===== src/rtl/core/vat_pkg.sv =====
// Package for the vertex affine transform: widths, op codes, constant tables.
// No dependencies.
`default_nettype none
package vat_pkg;
  localparam int NumVertices = 36;
  localparam int IdxW = $clog2(NumVertices);
  localparam int CordicSteps = 16;
  localparam int CubeCount = 36;

  typedef enum logic [1:0] {
    KindScale = 2'd0, KindRotate = 2'd1, KindInvRot = 2'd2, KindTranslate = 2'd3
  } kind_e;

  typedef enum logic [1:0] {
    AxisX = 2'd0, AxisY = 2'd1, AxisZ = 2'd2, AxisNone = 2'd3
  } axis_e;

  typedef enum logic [2:0] {
    StInit, StIdle, StCordic, StRun, StDrain
  } state_e;

  typedef struct packed {
    logic [1:0]  kind;
    logic [1:0]  axis;
    logic signed [15:0] angle;
    logic signed [15:0] scale_factor;
    logic signed [15:0] offset_x;
    logic signed [15:0] offset_y;
    logic signed [15:0] offset_z;
  } op_t;

  typedef struct packed {
    logic [5:0]         vertex_index;
    logic signed [15:0] world_x;
    logic signed [15:0] world_y;
    logic signed [15:0] world_z;
    logic               last;
  } res_t;

  typedef struct packed {
    logic signed [15:0] x;
    logic signed [15:0] y;
    logic signed [15:0] z;
  } vec_t;

  localparam logic [1:0] RegCenterX = 2'd0;
  localparam logic [1:0] RegCenterY = 2'd1;
  localparam logic [1:0] RegCenterZ = 2'd2;

  function automatic logic signed [20:0] atan_q16(input logic [3:0] i);
    logic signed [20:0] r;
    case (i)
      4'd0: r = 21'sd51472;   4'd1: r = 21'sd30386;
      4'd2: r = 21'sd16055;   4'd3: r = 21'sd8150;
      4'd4: r = 21'sd4091;    4'd5: r = 21'sd2047;
      4'd6: r = 21'sd1024;    4'd7: r = 21'sd512;
      4'd8: r = 21'sd256;     4'd9: r = 21'sd128;
      4'd10: r = 21'sd64;     4'd11: r = 21'sd32;
      4'd12: r = 21'sd16;     4'd13: r = 21'sd8;
      4'd14: r = 21'sd4;      default: r = 21'sd2;
    endcase
    return r;
  endfunction

  // Unit cube corners, each coordinate +-128; bit order x, y, z (1 = +).
  function automatic vec_t cube_vertex(input int unsigned i);
    logic [2:0] s;
    vec_t v;
    case (i)
      0, 5, 14, 15, 24, 29:    s = 3'b000;
      1, 20, 21, 25:           s = 3'b100;
      2, 3, 19, 31:            s = 3'b110;
      4, 13, 30, 35:           s = 3'b010;
      6, 11, 16, 28:           s = 3'b001;
      7, 22, 26, 27:           s = 3'b101;
      8, 9, 18, 23, 32, 33:    s = 3'b111;
      default:                 s = 3'b011;
    endcase
    v.x = s[2] ? 16'sd128 : -16'sd128;
    v.y = s[1] ? 16'sd128 : -16'sd128;
    v.z = s[0] ? 16'sd128 : -16'sd128;
    if (i >= CubeCount) v = '0;
    return v;
  endfunction

  function automatic logic signed [15:0] sat16(input logic signed [33:0] v);
    logic signed [15:0] r;
    if (v > 34'sd32767) r = 16'sd32767;
    else if (v < -34'sd32768) r = -16'sd32768;
    else r = v[15:0];
    return r;
  endfunction
endpackage
`default_nettype wire


===== src/rtl/core/vat_cordic.sv =====
// Iterative CORDIC, one step per cycle, giving Q1.14 cos and sin.
// Depends on vat_pkg.
`default_nettype none
module vat_cordic (
  input  wire logic               clk_i,
  input  wire logic               rst_ni,
  input  wire logic               start_i,
  input  wire logic signed [15:0] angle_i,
  output logic                    done_o,
  output logic signed [17:0]      cos_o,
  output logic signed [17:0]      sin_o
);
  localparam logic signed [20:0] HalfPi = 21'sd102944;
  localparam logic signed [20:0] Pi = 21'sd205887;

  logic signed [17:0] x_q, x_d, y_q, y_d;
  logic signed [20:0] z_q, z_d, za;
  logic [3:0] step_q, step_d;
  logic busy_q, busy_d, neg_q, neg_d, done_q, done_d;

  always_comb begin
    x_d = x_q; y_d = y_q; z_d = z_q; step_d = step_q;
    busy_d = busy_q; neg_d = neg_q; done_d = 1'b0;
    za = {{2{angle_i[15]}}, angle_i, 3'b000};
    if (start_i) begin
      neg_d = 1'b0;
      if (za > HalfPi) begin
        za = za - Pi; neg_d = 1'b1;
      end else if (za < -HalfPi) begin
        za = za + Pi; neg_d = 1'b1;
      end
      x_d = 18'sd9949; y_d = '0; z_d = za; step_d = '0; busy_d = 1'b1;
    end else if (busy_q) begin
      if (!z_q[20]) begin
        x_d = x_q - (y_q >>> step_q);
        y_d = y_q + (x_q >>> step_q);
        z_d = z_q - vat_pkg::atan_q16(step_q);
      end else begin
        x_d = x_q + (y_q >>> step_q);
        y_d = y_q - (x_q >>> step_q);
        z_d = z_q + vat_pkg::atan_q16(step_q);
      end
      step_d = step_q + 4'd1;
      if (step_q == 4'(vat_pkg::CordicSteps - 1)) begin
        busy_d = 1'b0; done_d = 1'b1;
      end
    end
  end

  always_ff @(posedge clk_i or negedge rst_ni) begin
    if (!rst_ni) begin
      busy_q <= 1'b0; done_q <= 1'b0; step_q <= '0; neg_q <= 1'b0;
    end else begin
      busy_q <= busy_d; done_q <= done_d; step_q <= step_d; neg_q <= neg_d;
    end
  end

  always_ff @(posedge clk_i) begin
    x_q <= x_d; y_q <= y_d; z_q <= z_d;
  end

  assign done_o = done_q;
  assign cos_o = neg_q ? -x_q : x_q;
  assign sin_o = neg_q ? -y_q : y_q;
endmodule
`default_nettype wire


===== config.mk =====
export PLATFORM = sky130hd
export DESIGN_NAME = vat_cordic
export DESIGN_NICKNAME = d
export VERILOG_FILES = /design/src/rtl/core/vat_pkg.sv /design/src/rtl/core/vat_cordic.sv
export SDC_FILE = /design/constraint.sdc
export NUM_CORES = 1
export LEC_CHECK = 0
export ABC_AREA = 1
export BUFFER_PORTS_ARGS = -buffer_cell sky130_fd_sc_hd__buf_2
export CAP_MARGIN = 5
export CORE_UTILIZATION = 65
export CTS_CLUSTER_SIZE = 40
export DETAILED_ROUTE_END_ITERATION = 10
export PLACE_DENSITY_LB_ADDON = 0.3
export SYNTH_ARGS = -nofsm -noshare
export SYNTH_HDL_FRONTEND = slang
export SYNTH_SLANG_ARGS = --single-unit

===== constraint.sdc =====
create_clock -name clk_i -period 9.65 [get_ports clk_i]
set_input_delay 0.4825 -clock clk_i [delete_from_list [all_inputs] [get_ports clk_i]]
set_output_delay 0.4825 -clock clk_i [all_outputs]
set_load 0.1 [all_outputs]

[Word level (Yosys, flattened, before mapping)]
Memories as Yosys holds them, arrays and structs flattened.
Index checks and enable logic that the tools add are counted.
Cells by class
  add/sub/neg operators: 11
  magnitude comparators: 2
  eq/ne operators: 1
  shift-type cells: 2
  multiplexer cells: 25
  reduce and logical (&&, ||, !) cells: 1
Operator list (count)
  21-bit 2-to-1 mux: 11
  18-bit 2-to-1 mux: 4
  18-bit adder: 2
  18-bit negator: 2
  18-bit by 4-bit >>> shifter with 18-bit output: 2
  18-bit subtractor: 2
  21-bit adder: 1
  21-bit subtractor: 1
  19-bit by 19-bit adder with 20-bit output (second input constant): 1
  19-bit by 19-bit subtractor with 20-bit output (second input constant): 1
  19-bit by 18-bit > comparator with 1-bit output (second input constant): 1
  19-bit by 18-bit < comparator with 1-bit output (second input constant): 1
  1-bit 2-to-1 mux: 8
  4-bit 2-to-1 mux: 2
  4-bit by 1-bit adder with 4-bit output (second input constant): 1
  4-bit == test (second input constant): 1
  2-bit nonzero test: 1
Word-level totals
  register bits: 64
  ROM bits: 512
  input port bits: 19
  output and inout bits: 37
  logic and storage cells: 51
  memories kept: 2
Memory list
  (no name shown): words 16, width 16, read ports 1, clocked after Yosys merged registers in 0, wr ports 0, line vat_pkg.sv:52  | case (i)
  (no name shown): words 16, width 16, read ports 1, clocked after Yosys merged registers in 0, wr ports 0, line vat_pkg.sv:52

[Depth between registers and ports, before layout]
Gate-level depths: netlist of run 1.
An unclocked memory read counts as a cell.
  word-level depth: 8
  depth in mapped cells: 29
  depth with buffers taken out: 27

[Worst setup path before layout of run 1]
No wires, ideal clock.
  path type: reg-to-reg
  start: reg step_q[1]
  end: reg y_q[15]
  library setup time: 140 ps
  arrival time: 3666 ps
  data required time: 9510 ps
  slack: 5844 ps
  cell stages (with the launch flop): 24
  buffers on the path: 1
  period minus slack after synthesis: 3806 ps
  cell sequence: dfrtp_1 > buf_4 > nor2_1 > o21ai_0 > nor2_1 > nand3b_1 > nand2_1 > ha_1 > nand4_1 > nor3b_2 > or2_2 > xor2_1 > ha_1 > a21oi_1 > nor2_1 > nor2_1 > nand3_1 > a31oi_1 > inv_1 > a21oi_1 > o21ai_0 > or2_2 > nand3_1 > o21ai_0
On the way
  longest elaborated chain between the ends: 3
  elaborated cells on any way between the ends: 4
  those cells by class: 2 x add/sub; 1 x shift; 1 x mux
Ends and longest elaborated chain
  start, declared: line vat_cordic.sv:18  | logic [3:0] step_q, step_d;
  start signal, assigned: line vat_cordic.sv:54  | busy_q <= busy_d; done_q <= done_d; step_q <= step_d; neg_q <= neg_d;
  18-bit by 4-bit >>> shifter with 18-bit output (*): line vat_cordic.sv:36, vat_cordic.sv:40
  18-bit adder / 18-bit subtractor (equally long branches): line vat_cordic.sv:36, vat_cordic.sv:40
  18-bit 2-to-1 mux (*): line vat_cordic.sv:34  | if (!z_q[20]) begin
  end signal, assigned: line vat_cordic.sv:59  | x_q <= x_d; y_q <= y_d; z_q <= z_d;
  end, declared: line vat_cordic.sv:16  | logic signed [17:0] x_q, x_d, y_q, y_d;
Mark *: on every way between the ends. The rest lies on a longest branch, timed or not.
A chain may end at the register's enable or synchronous reset.

[Final worst setup path of run 1]
  start: reg step_q[0]
  end: reg z_q[20], data pin
On the way
  longest elaborated chain between the ends: 8
  elaborated cells on any way between the ends: 13
  those cells by class: 2 x add/sub; 9 x mux; 2 x memory
Ends and longest elaborated chain
  memory read 16 x 16 bit
  21-bit 2-to-1 mux: line vat_cordic.sv:34
  21-bit 2-to-1 mux: line vat_cordic.sv:33  | end else if (busy_q) begin
  21-bit 2-to-1 mux: line vat_cordic.sv:25  | if (start_i) begin
  21-bit subtractor / 21-bit adder (equally long branches): line vat_cordic.sv:37, vat_cordic.sv:41
  21-bit 2-to-1 mux (*): line vat_cordic.sv:34
  21-bit 2-to-1 mux (*): line vat_cordic.sv:33
  21-bit 2-to-1 mux (*): line vat_cordic.sv:25
  net z_d[20]: line vat_cordic.sv:17  | logic signed [20:0] z_q, z_d, za;
  end signal, assigned: line vat_cordic.sv:59
  end, declared: line vat_cordic.sv:17
Mark *: on every way through the listed nets, which the timed path passes. The rest lies on a longest branch. The select of a mux whose other input is x is not followed.

==> results.toml, run 1 <==
[die]
io_pins = 56
start_util = 0.6643
row_count = 43
die_w_um = 121.1
coreArea_um2 = 13880
die_area_um2 = 14670
die_y_um = 121.1

[grt]
grt_pass1_wl_um = 43520
grt_use_total = 0.3749
grt_max_degree = 39
grt_pass1_vias = 9167
overflow = 0
grt_antenna_before_repair = 0

[yosys]
syn_inst = 1513
synth_most_common_cell = "nand2_1"
synth_top_area_frac = 0.1506
yosysTopAreaCell = "nand2_1"
ys.flop_type = "dfxtp_1"
synth.net_count = 1607
synthTopCellsByArea = "nand2_1 (15%), ha_1 (9.8%), nand3_1 (7.9%), dfxtp_1 (7.8%), xor2_1 (7.1%)"
synth-edff-count = 21
synthDistinctLibCells = 57
syn_area_per_cell_um2 = 6.095
synthArstFlopShare = 0.1094
ys_ff_latch = 64
synth_common_cells = "nand2_1 (370), inv_1 (153), nor2_1 (149)"
ys_warn_count = 0
ys_seq_area_frac = 0.1655
synth_area_um2 = 9221

[cts]
clockBufferDepth = 2
root_buffer = "clkbuf_16"
cts_setup_buffers = 0
ctsResizeCount = 0
path_clk_slew_ns = 0.06
cts_tree = "yes"
cts_buffers = 9
ctsHoldBuffers = 1
clock_sinks = 64
clk_latency_ns = 0.36
h-tree-depth = 3

[critical_path]
crit_buf_inv = 2
crit_family = "simple AND/OR/NAND/NOR gates"
worstPathCellList = "buf_4, inv_6, ha_1, nand2_1, o21ai_0, nor2_1, nand2_1, nor3_1, nand3_1, nor3_2, nor2_4, xor2_1, ha_1, nand2_1, nor4_1, nand4_1, nand3_1, nand2_1, nand2_1, a21oi_1, xor2_1, o21ai_1"
worstPathArrival_ns = 5.54
cp_max_fo = 37
critPathCaptureType = "register"
required_ns = 9.73
cpMaxStageDelayCell = "dfrtp_1"
worstSetupPathType = "register to register"
crit_path_frequent_cell = "nand2_1"
critPathLaunchType = "register"
cp_slowest_stage_delay_ns = 0.89

[placed_design]
portBuffers = 55
routabilityCongestion = 0.9858
dpl.hpwl_um = 20370

[sta]
slew_violations = 0
max_freq_ghz = 0.1832
final.min_clock_period_ns = 5.458
rsz0062_at_grt = "false"
hold_violations = 0
finalCritPeriodShare = 0.5656
worstMarginPinSlew_ns = 1.060
slew_headroom = 0.2889
setup_tns_ns = 0
finClkSkew_ns = 0.004823
setup_viol = 0

[final_layout]
num_antenna_cells = 0
seqCellArea_um2 = 1526
area_growth_pct = 6.065
fillCellCount = 1281
nNetsFinal = 1624
multi_input_comb_area_um2 = 6763
drive_gt1_frac = 0.08730

[worst_hold_path]
hold_class = "input port to register"

[detailed_routing]
drtAntennaViolNets = 0
wl_um = 27130
drt-initial-drc-count = 889
vias_per_cell = 5.960
route.detailed.wl_per_inst_um = 15.82
vias = 10220
firstDrtPassIters = 7
drc = 0

[run]
cap_violations = 0

[status]
outcome = "complete, no violations"
stage by stage:
step | hold WS, ns | instances | cell area [µm²] | setup WS (ns) | utilization
6_report | 0.5169 | 1715 | 9781 | 4.192 | 0.7046
5_1_grt | 0.5515 | 1715 | 9781 | 3.767 | 0.7046
4_1_cts | 0.5117 | 1715 | 9781 | 4.313 | 0.7046
3_5_place_dp | 0.3404 | 1698 | 9470 | 4.382 | 0.6823
3_3_place_gp | 0.3384 | 1698 | 9470 | 4.479 | 0.6823
2_1_floorplan | 0.1869 | 1513 | 9221 | 5.844 | -
routing by layer:
metal | share of wire | vias up | GRT usage
met4 | 0.039 | 0 | 0.2006
li1 | - | 5067 | -
met5 | 0 | - | 0
met2 | 0.48 | 426 | 0.6500
met3 | 0.059 | 74 | 0.04135
met1 | 0.42 | 4654 | 0.4529
path summary, 6_finish.rpt:
path,startpoint,end,slack [ns],depth (start not counted)
max,step_q[0],z_q[20],4.19,22
max reg2reg,step_q[0],z_q[20],4.19,22
min reg2reg,y_q[2],y_q[2],0.59,2
min,angle_i[10],z_q[13],0.52,3
max in group asynchronous,rst_ni,done_o,8.92,2
min in group asynchronous,rst_ni,step_q[0],0.54,2
cells by family after synthesis:
| logic type | Yosys count | share of synthesized area |
|---|---|---|
| AND/OR/NAND/NOR | 750 | 0.3525 |
| AO/OA/AOI/OAI | 306 | 0.1845 |
| buffers and inverters | 221 | 0.1011 |
| XOR/XNOR | 97 | 0.09213 |
| adder cells (fa/ha/maj) | 75 | 0.1042 |
| flip-flops | 64 | 0.1655 |
sequential cells by signal (all words and copies together), names as in the netlist:
signal and flops:
busy_q 1, done_o 1, neg_q 1, step_q 4
x_q 18, y_q 18, z_q 21
area by class of cell:
cell class,count,share of cell area
Clock buffer,11,0.02482
Inverter,162,0.06268
Timing Repair Buffer,65,0.03608
Sequential cell,64,0.1561
Tap cell,180,0.02303
Multi-Input combinational cell,1228,0.6914
Clock inverter,5,0.005885
worst register-to-register path: cells and delay by family (launching register included):
kind / cells / cell delay, ns
AND/OR/NAND/NOR: 13 / 2.40
XOR/XNOR: 2 / 0.35
buffers and inverters: 2 / 0.59
flip-flops: 1 / 0.89
adder cells (fa/ha/maj): 2 / 0.64
AO/OA/AOI/OAI: 3 / 0.33
cell usage in the layout (no fill, tap or decap), drive strengths merged, types with 10 or more instances in the layout:
cell type and count:
a21oi 107, a31oi 11, buf 64, clkbuf 11, dfxtp 36, edfxtp 21, ha 72, inv 160
nand2 388, nand3 151, nand4 10, nor2 159, nor3 22, o21ai 136, o31ai 13, xnor2 22
xor2 75
Power of run 1 is left out: the tool's default activity adds up to more than one toggle a clock period on the data nets, which glitch-free logic cannot reach.
==> run 2, diff against run 1 <==
--- a/config.mk
+++ b/config.mk
@@ -5,10 +5,10 @@
 export SDC_FILE = /design/constraint.sdc
 export NUM_CORES = 1
 export LEC_CHECK = 0
-export ABC_AREA = 1
+export ABC_AREA = 0
 export BUFFER_PORTS_ARGS = -buffer_cell sky130_fd_sc_hd__buf_2
 export CAP_MARGIN = 5
-export CORE_UTILIZATION = 65
+export CORE_UTILIZATION = 64
 export CTS_CLUSTER_SIZE = 40
 export DETAILED_ROUTE_END_ITERATION = 10
 export PLACE_DENSITY_LB_ADDON = 0.3
==> constraint.sdc (replaced) <==
create_clock -name clk_i -period 5.6 [get_ports clk_i]
set_input_delay 0.28 -clock clk_i [delete_from_list [all_inputs] [get_ports clk_i]]
set_output_delay 0.28 -clock clk_i [all_outputs]
set_load 0.1 [all_outputs]
==> run 2 against run 1 <==
- flip-flop and latch count unchanged
- cell count is 21% lower
- synthesized area rose by 0.22%
- register-to-register slack lost 3.9 ns
- wire length fell by 7.9%
- utilization up 1.0 points
- clock skew rose by 0.0041 ns
- critical path depth shrank 5
- die area is 1.8% higher
- first-iteration DRC count decreased by 17%
- critical endpoint is now y_q[17]
==> results.toml, run 2 <==
[placed_design]
place_area_um2 = 9696
portBuffers = 55
dpl.hpwl_um = 18460
routabilityCongestion = 0.9752

[die]
die_area_um2 = 14920
coreArea_um2 = 13990
io_pins = 56
row_count = 43
die_y_um = 122.2
start_util = 0.6606
die_w_um = 122.2

[cts]
clockBufferDepth = 2
cts_buffers = 9
path_clk_slew_ns = 0.06
clock_sinks = 64
clk_latency_ns = 0.34
root_buffer = "clkbuf_16"
h-tree-depth = 3
cts_tree = "yes"

[final_layout]
finalCoreUtilization = 0.7146
nNetsFinal = 1263
final_cell_mix = "nor2_1 (114), nand2_1 (101), xnor2_1 (95), a21oi_1 (86), ha_1 (72)"
largestRegisters = "z_q: 21 flops, x_q: 18 flops, y_q: 18 flops"
largest-register = "z_q"
multi_input_comb_area_um2 = 7256
finalInstanceArea_um2 = 9996
fillCellCount = 1130
drive_gt1_frac = 0.1440
seqCellArea_um2 = 1531
largest_register_ffs = 21
final_common_cell = "nor2_1"
num_antenna_cells = 0
area_growth_pct = 8.164

[sta]
final.min_clock_period_ns = 5.259
worst_hold_slack_ns = 0.3253
hold_violations = 0
finClkSkew_ns = 0.008898
setup_viol = 0
worstMarginPinSlew_ns = 0.8583
finalCritPeriodShare = 0.9391
slew_headroom = 0.4278
slew_violations = 0
max_freq_ghz = 0.1902

[yosys]
ys_warn_count = 0
ys.flop_type = "dfxtp_1"
synth_most_common_cell = "nor2_1"
syn_inst = 1147
synth_common_cells = "nor2_1 (114), nand2_1 (101), xnor2_1 (95)"
synthDistinctLibCells = 81
synth-edff-count = 21
synth_top_area_frac = 0.09748
synthTopCellsByArea = "ha_1 (9.7%), xnor2_1 (9.0%), mux4_2 (8.0%), dfxtp_1 (7.8%), edfxtp_1 (6.8%)"
synthArstFlopShare = 0.1094
synth_area_um2 = 9241
yosysTopAreaCell = "ha_1"
syn_area_per_cell_um2 = 8.057
ys_seq_area_frac = 0.1652
ys_ff_latch = 64
synth.net_count = 1241

[grt]
overflow = 0
grt_max_degree = 55
grt_antenna_before_repair = 0
grt_pass1_wl_um = 41230
grt_use_total = 0.3494
grt_pass1_vias = 8319

[critical_path]
required_ns = 5.83
worstSetupPathType = "register to register"
worstPathCellList = "buf_4, nor2_1, mux2_2, mux4_2, nor4_2, and2_1, nor2_1, xor2_1, ha_1, a21o_1, a21oi_1, nor4b_1, a21oi_1, o31ai_2, o211ai_1, mux2i_1, mux2_1"
cpMaxStageDelayCell = "dfrtp_2"
cp_slowest_stage_delay_ns = 0.55
critPathCaptureType = "register"
worstPathArrival_ns = 5.49
cp_max_fo = 26
critPathLaunchType = "register"

[detailed_routing]
firstDrtPassIters = 5
vias_per_cell = 6.559
vias = 8881
drc = 0
drtAntennaViolNets = 0
wl_um = 25000
drt-initial-drc-count = 738
route.detailed.wl_per_inst_um = 18.47

[run]
cap_violations = 0

[status]
outcome = "complete, no violations"

[worst_hold_path]
hold_class = "input port to asynchronous set/reset pin"
-- run 2: what timing repair did --
item                                    CTS  global route
hold endpoints to repair                  7             0
endpoints found under the setup margin    0             6
setup buffers                             0             2
hold buffers                              1             0
resized for setup                         0             6
-- run 2: final timing paths --
path | slack (ns) | endpoint | start | cells past startpoint
max reg2reg | 0.34 | y_q[17] | step_q[1] | 17
max | 0.34 | y_q[17] | step_q[1] | 17
min reg2reg | 0.60 | y_q[0] | y_q[0] | 2
min | 0.33 | done_o | rst_ni | 2
max in group asynchronous | 5.06 | step_q[3] | rst_ni | 2
min in group clk_i | 0.33 | z_q[4] | angle_i[1] | 3
-- run 2: worst max-delay path: cells and delay by family (launching register included) --
family	cells	cell delay, ns
flops	1	0.55
xor+xnor	1	0.18
simple gates	5	1.16
fa+ha+maj	1	0.38
buf+inv	1	0.30
mux	4	1.46
compound gates	5	1.11
-- run 2: layer usage --
metal | GRT usage | share of wire
met3 | 0.05197 | 0.072
met5 | 0 | 0
met1 | 0.4408 | 0.42
met4 | 0.1837 | 0.047
met2 | 0.5763 | 0.47
-- run 2: cell type report --
type,count,share of cell area
sequential,64,0.1532
timing repair buffer,92,0.05846
tap,180,0.02253
inverter,38,0.01427
multi-input combinational,964,0.7259
clock inverter,5,0.002378
clock buffer,11,0.02328
-- run 2: cells by family after synthesis --
group | share of synthesized area
buffers and inverters | 0.05118
AO/OA/AOI/OAI | 0.2330
multiplexers | 0.1550
XOR/XNOR | 0.1289
flip-flops | 0.1652
AND/OR/NAND/NOR | 0.1627
adder cells (fa/ha/maj) | 0.1040
-- run 2: metrics by stage --
stage	setup WS (ns)	TNS, ns	std cells
after floorplan	0.3545	0	1147
after global placement	0.3736	0	1335
after detailed placement	0.2858	0	1335
after CTS	0.2150	0	1352
after global routing	-0.01977	-0.01977	1354
final	0.3412	0	1354
Power of run 2 is left out for the same reason.
